==> src/rtl/lsgf_pkg.sv <==
// Shared types, constants and table layout for the lattice site generate filter.
package lsgf_pkg;

   // Default sizes of the block.
   localparam int LSGF_TABLE_WORDS = 64;
   localparam int LSGF_MAX_BASIS   = 8;
   localparam int LSGF_MAX_TYPES   = 8;
   localparam int LSGF_FRAC_BITS   = 16;

   // Fixed word addresses of the coefficient table.
   localparam int W_MAT   = 0;
   localparam int W_SHIFT = 9;
   localparam int W_BOX   = 12;
   localparam int W_P1    = 15;
   localparam int W_P2    = 19;
   localparam int W_MASS  = 23;

   // Channel widths.
   localparam int REQ_DATA_W  = 96;
   localparam int RSP_DATA_W  = 168;
   localparam int CSR_INDEX_W = 3;
   localparam int CSR_DATA_W  = 31;

   // Configuration register indexes.
   localparam logic [CSR_INDEX_W-1:0] CSR_BOX_EPSILON   = 3'd0;
   localparam logic [CSR_INDEX_W-1:0] CSR_CUT_ONE_MODE  = 3'd1;
   localparam logic [CSR_INDEX_W-1:0] CSR_CUT_TWO_MODE  = 3'd2;
   localparam logic [CSR_INDEX_W-1:0] CSR_TYPE_OVERRIDE = 3'd3;
   localparam logic [CSR_INDEX_W-1:0] CSR_START_NUMBER  = 3'd4;

   // Item kinds carried in tuser.
   localparam logic FUNC_LOAD = 1'b0;
   localparam logic FUNC_GEN  = 1'b1;

   // Cut plane modes.
   localparam logic [1:0] CUT_OFF = 2'd0;
   localparam logic [1:0] CUT_LE  = 2'd1;
   localparam logic [1:0] CUT_GE  = 2'd2;

   // Number of multiply steps for the position: two per matrix column.
   localparam int MUL_STEPS = 6;

   typedef enum logic [3:0] {
      ST_IDLE,
      ST_RD0,
      ST_RD1,
      ST_RD2,
      ST_RD3,
      ST_RDM,
      ST_MUL,
      ST_ACC,
      ST_BOX,
      ST_PM,
      ST_PS,
      ST_PT,
      ST_FIN
   } lsgf_state_type;

   typedef enum logic [1:0] {
      MUL_NONE,
      MUL_CELL,
      MUL_FRAC,
      MUL_PLANE
   } lsgf_mul_op_type;

   typedef enum logic {
      RD_BASIS,
      RD_MASS
   } lsgf_rd_sel_type;

   typedef enum logic [1:0] {
      CAP_NONE,
      CAP_FRAC,
      CAP_TYPE,
      CAP_MASS
   } lsgf_cap_type;

   // Commands from the controller to the datapath.
   typedef struct packed {
      logic            load;
      logic            start;
      logic            rd_en;
      lsgf_rd_sel_type rd_sel;
      logic [1:0]      rd_word;
      lsgf_cap_type    cap;
      logic [1:0]      cap_word;
      lsgf_mul_op_type mul_op;
      logic [1:0]      mul_col;
      logic            mul_plane;
      logic            box_en;
      logic            out_load;
   } lsgf_cmd_type;

   // Status from the datapath to the controller.
   typedef struct packed {
      logic is_gen;
      logic basis_ok;
      logic keep;
      logic out_free;
   } lsgf_status_type;

endpackage

==> src/rtl/lsgf_ctrl.sv <==
// Controller state machine that sequences table reads, multiplies and the keep decision.
module lsgf_ctrl
   import lsgf_pkg::*;
(
   input  logic            clock,
   input  logic            reset,
   input  logic            req_tvalid,
   output logic            req_tready,
   input  lsgf_status_type status,
   output lsgf_cmd_type    cmd
);

   lsgf_state_type state_ff, state_in;
   logic [2:0]     step_ff, step_in;

   // State and step counter registers.
   always_ff @(posedge clock) begin
      if (reset) begin
         state_ff <= ST_IDLE;
         step_ff  <= '0;
      end else begin
         state_ff <= state_in;
         step_ff  <= step_in;
      end
   end

   // Next state and commands.
   always_comb begin
      state_in   = state_ff;
      step_in    = step_ff;
      cmd        = '0;
      req_tready = 1'b0;
      unique case (state_ff)
         ST_IDLE: begin
            req_tready = 1'b1;
            if (req_tvalid) begin
               if (!status.is_gen) begin
                  cmd.load = 1'b1;
               end else if (status.basis_ok) begin
                  cmd.start = 1'b1;
                  state_in  = ST_RD0;
               end
            end
         end
         ST_RD0: begin
            cmd.rd_en   = 1'b1;
            cmd.rd_sel  = RD_BASIS;
            cmd.rd_word = 2'd0;
            state_in    = ST_RD1;
         end
         ST_RD1: begin
            cmd.rd_en    = 1'b1;
            cmd.rd_sel   = RD_BASIS;
            cmd.rd_word  = 2'd1;
            cmd.cap      = CAP_FRAC;
            cmd.cap_word = 2'd0;
            state_in     = ST_RD2;
         end
         ST_RD2: begin
            cmd.rd_en    = 1'b1;
            cmd.rd_sel   = RD_BASIS;
            cmd.rd_word  = 2'd2;
            cmd.cap      = CAP_FRAC;
            cmd.cap_word = 2'd1;
            state_in     = ST_RD3;
         end
         ST_RD3: begin
            cmd.rd_en    = 1'b1;
            cmd.rd_sel   = RD_BASIS;
            cmd.rd_word  = 2'd3;
            cmd.cap      = CAP_FRAC;
            cmd.cap_word = 2'd2;
            state_in     = ST_RDM;
         end
         ST_RDM: begin
            cmd.rd_en  = 1'b1;
            cmd.rd_sel = RD_MASS;
            cmd.cap    = CAP_TYPE;
            step_in    = '0;
            state_in   = ST_MUL;
         end
         ST_MUL: begin
            // Even steps take matrix times cell, odd steps matrix times basis offset.
            cmd.mul_op  = step_ff[0] ? MUL_FRAC : MUL_CELL;
            cmd.mul_col = step_ff[2:1];
            if (step_ff == '0) begin
               cmd.cap = CAP_MASS;
            end
            step_in = step_ff + 3'd1;
            if (step_ff == 3'(MUL_STEPS - 1)) begin
               state_in = ST_ACC;
            end
         end
         ST_ACC: begin
            state_in = ST_BOX;
         end
         ST_BOX: begin
            cmd.box_en = 1'b1;
            state_in   = ST_PM;
         end
         ST_PM: begin
            cmd.mul_op    = MUL_PLANE;
            cmd.mul_plane = 1'b0;
            state_in      = ST_PS;
         end
         ST_PS: begin
            cmd.mul_op    = MUL_PLANE;
            cmd.mul_plane = 1'b1;
            state_in      = ST_PT;
         end
         ST_PT: begin
            state_in = ST_FIN;
         end
         ST_FIN: begin
            if (!status.keep) begin
               state_in = ST_IDLE;
            end else if (status.out_free) begin
               cmd.out_load = 1'b1;
               state_in     = ST_IDLE;
            end
         end
         default: begin
            state_in = ST_IDLE;
         end
      endcase
   end

endmodule

==> config.mk <==
export PLATFORM = sky130hd
export DESIGN_NAME = lsgf_ctrl
export DESIGN_NICKNAME = d
export VERILOG_FILES = /design/src/rtl/lsgf_pkg.sv /design/src/rtl/lsgf_ctrl.sv
export SDC_FILE = /design/constraint.sdc
export NUM_CORES = 1
export LEC_CHECK = 0
export BUFFER_PORTS_ARGS = -buffer_cell sky130_fd_sc_hd__buf_4
export CORE_MARGIN = 2
export CORE_UTILIZATION = 35
export CTS_BUF_LIST = sky130_fd_sc_hd__clkbuf_4 sky130_fd_sc_hd__clkbuf_8
export CTS_CLUSTER_DIAMETER = 80
export DETAILED_ROUTE_END_ITERATION = 6
export PLACE_DENSITY_LB_ADDON = 0.15
export SYNTH_ARGS = -nofsm -noshare
export SYNTH_HDL_FRONTEND = slang
export SYNTH_SLANG_ARGS = --single-unit
==> constraint.sdc <==
create_clock -name clock -period 3 [get_ports clock]
set_clock_uncertainty 0.15 [all_clocks]
set_input_delay 0.6 -clock clock [delete_from_list [all_inputs] [get_ports clock]]
set_output_delay 0.6 -clock clock [all_outputs]
set_load 0.01 [all_outputs]
==> impl_results.md, run 1 <==
- Dpl ws: around 0.8 ns
- Fin nets: ~130
- PnR worst setup slack: 0.480 ns
- Mapped Nets: 104
- Pleak: around 0.00040 uW
- Worst vdd ir: about 260 uV
- Clock sink count: 7
- Data required, critical path: approximately 2.3 ns
- Worst Path Buf+Inv: 1
- Critical path class: flop to output pin
- Setup Fix Bufs, Post-CTS: 0
- Post-DR wirelength/cell: between 10 and 15 um
- Core area: 1730 um^2
- Number of flops mapped to enable cells by yosys: 0
- First-pass GRT wire length: approximately 2300 um
- Crit path DAT: between 1.5 and 2 ns
- Yosys cell types: 30
- Max_cap viols: 0
- PortBufs: 24
- Die height: 46.7 um
- Diode count: 0
- Fmax: ~400 MHz
- Antenna violations before repair: 0
- Clk_lat worst skew: roughly 0.27 ns
- Die ar.: 2180 um^2
- Prevailing post-synth register cell: dfxtp_1
- Final-report setup violation count: 0
- GP Congestion: 0.756
- Post-synthesis sequential area ratio: between 20% and 30%
- Ys Warns: 0
- Number of vias per cell: 4.81
- Gr usage total: 15.4%
- Final WL: approximately 1600 um
- Initial Utilization: a little under two fifths
- Dominant cells by area after synthesis: dfxtp_1, nand2_1, nand2b_1
- Fin Setup TNS: 0 ns
- Largest net degree at the start of global routing: 23
- Initial DRC Count: 16
- Worst Tran Pin Value: roughly 0.63 ns
- Top-level port count: 25
- Part of the cycle the worst path needs: between 80% and 90%
- Root Driver: clkbuf_4
- CP max stage delay: 0.72 ns
- Via count: just under 700
- Top Family by Delay on Critical Path: flip-flops
- Cell Area, Synth: around 640 um^2
- DIE WIDTH: approximately 47 um
- Number of hold buffers added after CTS: 0
- GR Overflow Total: 0
- Critical-path cell list: or3b_2 > a21oi_1 > buf_4
- Drt drc: 0
- Rows: 15
- Reg clk slew, reported paths: approximately 0.06 ns
- Area growth syn-to-layout: 33.6%
- Synth Instances: between 90 and 100
- Max Root-Sink Buffers: 2
- Slowest CP cell: dfxtp_1
- Slew Viols, Final: 0
- Synthesis-stage register bit count: 7
- CP Launch Type: flop
- Status: finished, final reports clean
- Fraction of layout cells with a size suffix above 1: 27.6%
- PD cells: about 450 nW/um^2
- Max-slew headroom: 58.1%
- RSZ-0062 raised after global routing: no
- Min-delay worst type: flop to flop
- Vias in the first global route: approximately 500
- Post-synthesis async set-or-reset flop share: 0%
- Total CTS buffers: 3
- Largest area contributor in the netlist: dfxtp_1
- Drt pass-1 iters: 4
- Worst Setup End Kind: output pin
- # resized after CTS: 0
- Final Hold Violating Endpoints: 0
- CTS tree: done
- H-Tree Depth: 1
- Syn_area_per_cell: a little under 7 um^2
- Worst Path Max Fanout: 22
- Total power: a little under 400 uW
- Yosys top cell area share: about 22%
- Detail Placement HPWL: 1130 um
- DRT antenna net count: 0
- Final Critical Period: about 2.5 ns
-- placed cells by master, fill, tap and decap left out, drive strengths merged, types with 2 or more instances in the layout --
master / synthesis / layout
a211oi: 2 / 2
a21oi: 8 / 8
and2: 3 / 3
buf: 4 / 24
clkbuf: 2 / 4
dfxtp: 7 / 7
ha: 3 / 3
inv: 5 / 5
nand2: 17 / 17
nand2b: 7 / 7
nand3: 2 / 2
nor2: 9 / 9
nor2b: 2 / 2
nor3: 4 / 4
nor3b: 2 / 2
nor4b: 2 / 2
o21ai: 3 / 3
-- stage by stage --
step,utilization (%),cells,hold WS [ns],area (um^2)
after floorplan,-,94,0.305,637
after global placement,47.5,137,0.325,821
after detailed placement,47.5,137,0.327,821
after CTS,49.3,141,0.334,851
after global routing,49.3,141,0.359,851
final,49.3,141,0.334,851
-- cell usage after synthesis, types with 2 or more instances --
library cell	n
a211oi_1	2
a21oi_1	8
and2_1	3
buf_2	4
clkbuf_1	2
dfxtp_1	7
ha_1	3
inv_1	5
nand2_1	17
nand2b_1	7
nor2_1	9
nor2b_1	2
nor3_1	4
nor3b_1	2
nor4b_1	2
o21ai_0	3
-- routing by layer --
| layer | wire length (um) | track usage (%) | vias to the layer above |
|---|---|---|---|
| met4 | 44 | 11.7 | 0 |
| li1 | - | - | 364 |
| met5 | 0 | 0 | - |
| met1 | 768 | 20.9 | 287 |
| met2 | 663 | 21.4 | 22 |
| met3 | 83 | 2.35 | 5 |
-- sequential cells by signal (all words and copies together), names as in the netlist --
| register | flops |
|---|---|
| step_ff | 3 |
| state_ff | 4 |
-- logic make-up (layout without fill, tap and decap cells) --
logic type	Yosys count	count (layout)	synth area share (%)
AO/OA/AOI/OAI	19	19	18.1
adder cells (fa/ha/maj)	3	3	5.89
buffers and inverters	11	33	7.27
multiplexers	1	1	1.57
AND/OR/NAND/NOR	52	52	43.8
flip-flops	7	7	22.0
XOR/XNOR	1	1	1.38
-- where the power goes --
part / leakage, uW / switching, uW / internal [uW]
logic: 0.000328 / 69.2 / 76.6
clock network: 0.0000184 / 42.1 / 60.3
registers: 0.0000568 / 36.0 / 101
-- final timing paths --
kind	startpoint	endpoint	slack [ns]	cells past startpoint
hold / removal	step_ff[1]	step_ff[1]	0.33	2
hold reg to reg	step_ff[1]	step_ff[1]	0.33	2
setup / recovery	state_ff[1]	cmd[10]	0.48	3
setup reg to reg	state_ff[0]	state_ff[2]	1.16	4
-- cell type report --
class | instances | area, um^2
Clock buffer | 4 | 30.0
Fill cell | 177 | 876
Inverter | 5 | 18.8
Multi-Input combinational cell | 76 | 450
Sequential cell | 7 | 140
Tap cell | 25 | 31.3
Timing Repair Buffer | 24 | 180
-- worst reg2reg max path, delay by kind of cell, from the launching register on --
family	cells	cell delay (ns)
AND/OR/NAND/NOR	3	0.94
flip-flops	1	0.50
multiplexers	1	0.19
(Power assumes the default switching activity.)
==> inputs of run 2 (changes only) <==
- clock period: 3 -> 2.2 ns (I/O delays scaled with it)
==> impl_results.md, run 2 (synthesis gave the netlist of run 1 again) <==
- First-pass GRT wire length: between 2000 and 3000 um
- Fmax: about 470 MHz
- Pleak: 0.000413 uW
- Fin nets: 128
- PortBufs: 24
- Rows: 15
- Fin Hold WS: 0.240 ns
- Antenna violations before repair: 0
- R2r startpoint: state_ff[3]
- Max reg flops: 4
- Fillers: about 170
- Largest net degree at the start of global routing: 21
- Top-level port count: 25
- Core area: 1730 um^2
- Crit path DAT: approximately 1.5 ns
- Non-Filler Instances: approximately 140
- PnR worst setup slack: approximately 0.067 ns
- Min-delay worst type: primary input to flop
- Root Driver: clkbuf_4
- CTS tree: done
- Data required, critical path: roughly 1.6 ns
- Worst vdd ir: approximately 330 uV
- Part of the cycle the worst path needs: 97.0%
- Hold wc startpoint: reset
- Vias in the first global route: between 500 and 600
- Reg area: ~150 um^2
- Initial DRC Count: 11
- Clock sink count: 7
- CP Launch Type: flop
- Largest registers: state_ff x4, step_ff x3
- RSZ-0062 raised after global routing: yes
- Total CTS buffers: 3
- Most common cell after layout, fill and taps aside: buf_4
- Critical path class: flop to output pin
- Setup crit start: step_ff[0]
- Area occupied by multi-input gates: 457 um^2
- Most frequent cells in the layout: buf_4, nand2_1, nor2_1, nand2b_1, a21oi_1
- GP Congestion: between 0.7 and 0.8
- Slew Viols, Final: 0
- Largest Register: state_ff
- Worst Path Max Fanout: 5
- Die ar.: about 2200 um^2
- Area growth syn-to-layout: 36.9%
- Detail Placement HPWL: around 1200 um
- Fraction of layout cells with a size suffix above 1: about a third
- Gr usage total: 17.0%
- Post-DR wirelength/cell: 11.5 um
- Max Root-Sink Buffers: 2
- Total power: ~540 uW
- Number of vias per cell: 4.99
- Post-Place Cells: roughly 140
- Via count: 708
- Status: finished, final reports clean
- Drt pass-1 iters: 4
- Reg clk slew, reported paths: roughly 0.050 ns
- Diode count: 0
- Final WL: approximately 1600 um
- Initial Utilization: 36.9%
- DRT antenna net count: 0
- Final-report setup violation count: 0
- R2r setup slk: between 0.4 and 0.5 ns
- Worst Setup End Kind: output pin
- Worst Tran Pin Value: around 0.35 ns
- Drt drc: 0
- Max-slew headroom: about three quarters
- H-Tree Depth: 1
- DIE WIDTH: ~47 um
- Dpl ws: around 0.21 ns
- Max_cap viols: 0
- Die height: roughly 47 um
- Final Hold Violating Endpoints: 0
- PD cells: between 600 and 700 nW/um^2
- GR Overflow Total: 0
- Clk_lat worst skew: 0.26 ns
- Final Critical Period: 2.13 ns
==> run 2: cell count changes in the layout (fill, tap and decap cells not counted) <==
cell     before  now
dfxtp_1       7    3
dfxtp_2       0    3
inv_1         5    3
inv_2         0    2
a21oi_1       8    7
a21oi_2       0    1
buf_4        24   25
dfxtp_4       0    1
or3b_2        1    0
or3b_4        0    1
==> run 2: report_power, final <==
| part | internal [uW] | switching, uW | total [uW] | leakage (uW) |
|---|---|---|---|---|
| registers | 141 | 36.7 | 178 | 0.0000588 |
| clock network | 81.8 | 52.1 | 134 | 0.0000184 |
| logic | 113 | 112 | 225 | 0.000336 |
| total | 336 | 201 | 537 | 0.000413 |
==> run 2: metrics by stage <==
| step | setup TNS (ns) | utilization, % | instance area, um^2 |
|---|---|---|---|
| after floorplan | 0 | - | 637 |
| after global placement | 0 | 48.0 | 828 |
| after detailed placement | 0 | 48.0 | 828 |
| after CTS | 0 | 49.8 | 860 |
| after global routing | -0.0343 | 50.5 | 872 |
| final | 0 | 50.5 | 872 |
==> run 2: cell type report <==
| cell class | instances | share of cell area, % |
|---|---|---|
| tap | 25 | 3.59 |
| timing repair buffer | 25 | 21.5 |
| multi-input combinational | 76 | 52.4 |
| sequential | 7 | 16.9 |
| clock buffer | 4 | 3.44 |
| inverter | 5 | 2.15 |
==> run 2: final timing paths <==
kind,endpoint,cells after the start
worst min register to register,step_ff[1],2
worst max-delay path,cmd[10],6
worst max register to register,state_ff[2],4
worst min-delay path,step_ff[0],2
==> run 2: worst max-delay path, stage by stage, from the launching register on <==
cell and delay [ns]:
dfxtp_4 0.36, inv_2 0.07, ha_1 0.14, nand2b_1 0.07, or3b_4 0.40, a21oi_2 0.13, buf_4 0.13
==> run 2: what timing repair did <==
action / in CTS / in global routing
gates resized for setup: 3 / 6
setup buffers: 0 / 0
setup endpoints to repair: 1 / 9
hold buffers: 0 / 0
pin swaps: 1 / 1
==> run 2: metal layers <==
layer  GRT usage [%]  wire (um)  vias up
li1                -          -      366
met1            19.9        761      313
met2            26.4        712       24
met3            5.10        109        5
met4            11.7         44        0
met5               0          0        -
==> inputs of run 3 (changes only) <==
- ABC_AREA: unset -> 1
- CTS_BUF_LIST: sky130_fd_sc_hd__clkbuf_4 sky130_fd_sc_hd__clkbuf_8 -> unset
- CTS_CLUSTER_DIAMETER: 80 -> unset
==> impl_results.md, run 3 <==
- First-pass GRT wire length: approximately 2200 um
- Antenna violations before repair: 0
- Number of hold buffers added after CTS: 0
- PD cells: between 900 and 1000 nW/um^2
- Worst Path Buf+Inv: 4
- Number of flops mapped to enable cells by yosys: 0
- Top-level port count: 25
- Worst vdd ir: between 400 and 500 uV
- Critical path class: flop to output pin
- Root Driver: clkbuf_4
- Diode count: 0
- Via count: approximately 640
- Total power: 770 uW
- Worst flop-to-flop path endpoint: state_ff[2]
- WHS Endpoint: step_ff[0]
- Fmax: between 500 and 600 MHz
- Crit path DAT: approximately 1.4 ns
- GP Congestion: approximately 0.8
- Total CTS buffers: 3
- Reg clk slew, reported paths: ~0.05 ns
- Drt pass-1 iters: 4
- Worst Setup End Kind: output pin
- Fin Setup TNS: 0 ns
- # resized after CTS: 0
- Status: finished, final reports clean
- Final Hold Violating Endpoints: 0
- Most frequent cells in the layout: nand2_1, buf_4, inv_1, nor2_1, dfxtp_1
- Data required, critical path: 1.61 ns
- Largest area contributor in the netlist: dfxtp_1
- Synth Instances: 97
- Worst Tran Pin Value: approximately 0.25 ns
- Most common cell after layout, fill and taps aside: nand2_1
- Top Family by Delay on Critical Path: flip-flops
- Hold Path Cell Cnt: 2
- DIE WIDTH: between 40 and 50 um
- Die height: 45.0 um
- Max_cap viols: 0
- CP Launch Type: flop
- Largest Register: state_ff
- Most common cell in the netlist: nand2_1
- Post-synthesis async set-or-reset flop share: 0%
- Largest registers: state_ff x4, step_ff x3
- Detail Placement HPWL: about 1100 um
- Syn_area_per_cell: ~6 um^2
- Initial DRC Count: 21
- Fillers: 161
- Hold wc startpoint: reset
- Max Root-Sink Buffers: 2
- Max reg flops: 4
- Synthesis-stage register bit count: 7
- Post-synthesis sequential area ratio: roughly a quarter
- Dominant cells by area after synthesis: dfxtp_1, nand2_1, inv_1
- Fraction of layout cells with a size suffix above 1: 32.8%
- Post-DR wirelength/cell: ~9.3 um
- Max-slew headroom: between 80 and 90%
- Critical-path cell list: inv_2 > nor2_4 > inv_4 > nor2_8 > inv_1 > o21ai_1 > buf_4
- Number of vias per cell: roughly 4.5
- Yosys top cell area share: a little under a quarter
- GR Overflow Total: 0
- Cell Area, Synth: roughly 600 um^2
- Final-report setup violation count: 0
- Vias in the first global route: approximately 500
- Initial Utilization: 38.1%
- Largest net degree at the start of global routing: 9
- Fin nets: between 100 and 150
- Fin util: between 50% and 60%
- R2r setup slk: approximately 0.86 ns
- CP max stage delay: 0.42 ns
- R2r startpoint: step_ff[1]
- DRT antenna net count: 0
- PortBufs: 24
- Drt drc: 0
- Slew Viols, Final: 0
- Mapped Nets: 107
- Area growth syn-to-layout: 38.5%
- CTS tree: done
- RSZ-0062 raised after global routing: no
- Rows: 14
- Worst reg2reg path depth: 8
- Die ar.: 2020 um^2
- Clk_lat worst skew: 0.25 ns
- Synth cell count leaders: nand2_1, inv_1, nor2_1
- H-Tree Depth: 1
- Gr usage total: approximately 15%
- Slowest CP cell: dfxtp_1
- Min-delay worst type: primary input to flop
- Core area: approximately 1500 um^2
- Ys Warns: 0
- Setup Fix Bufs, Post-CTS: 0
- Worst Path Max Fanout: 6
- Yosys cell types: 21
- Pleak: between 0.0004 and 0.0005 uW
- Part of the cycle the worst path needs: 90.6%
- Final Critical Period: roughly 2.0 ns
- Prevailing post-synth register cell: dfxtp_1
- Clock sink count: 7
- Final WL: around 1300 um
run 3: cell type report:
type / instances / area (um^2) / share of cell area, %
flip-flops and latches: 7 / 140 / 17.2
well taps: 16 / 20.0 / 2.46
inverters: 20 / 77.6 / 9.52
multi-input cells: 70 / 370 / 45.5
repair buffers: 24 / 180 / 22.1
clock buffers: 4 / 26.3 / 3.23
run 3: cells by family (layout without fill, tap and decap cells):
group	after synthesis	after routing	share of synthesized area, %
compound gates	10	10	9.15
simple gates	57	57	47.4
flops	7	7	23.8
buf+inv	20	48	13.2
fa+ha+maj	3	3	6.38
run 3: how the worst max path moves through the flow:
stage | end | cells after the start | slack, ns | startpoint
floorplan | cmd[6] | 6 | 0.59 | state_ff[1]
global placement | cmd[6] | 7 | 0.51 | state_ff[2]
detailed placement | cmd[6] | 7 | 0.47 | state_ff[2]
CTS | cmd[10] | 7 | 0.18 | state_ff[2]
global route | cmd[10] | 7 | 0.03 | state_ff[2]
finish | cmd[6] | 7 | 0.21 | state_ff[2]
run 3: stage by stage:
stage	hold WS (ns)	worst slack, ns	area [um^2]	std cells
finish	0.250	0.206	815	141
global route	0.253	0.0287	815	141
CTS	0.235	0.184	815	141
detailed placement	0.335	0.467	788	137
global placement	0.327	0.511	788	137
floorplan	0.301	0.594	588	97
run 3: power by group:
part	internal (uW)	total [uW]	switching, uW
combinational	199	470	271
sequential	150	184	34.1
clock	69.1	116	46.6
run 3: worst register-to-register path: cells and delay by family (launching register included):
family / cells / cell delay (ns)
and+or+nand+nor: 5 / 0.37
DFF: 1 / 0.32
AOI/OAI and AO/OA: 1 / 0.18
adders and majority gates: 1 / 0.15
buffers and inverters: 1 / 0.10
run 3: metal layers:
metal | vias up | GRT usage, % | wire (um)
met3 | 2 | 1.20 | 77
li1 | 359 | - | -
met5 | - | 0 | 0
met1 | 262 | 21.0 | 646
met2 | 14 | 20.9 | 577
met4 | 0 | 12.4 | 10
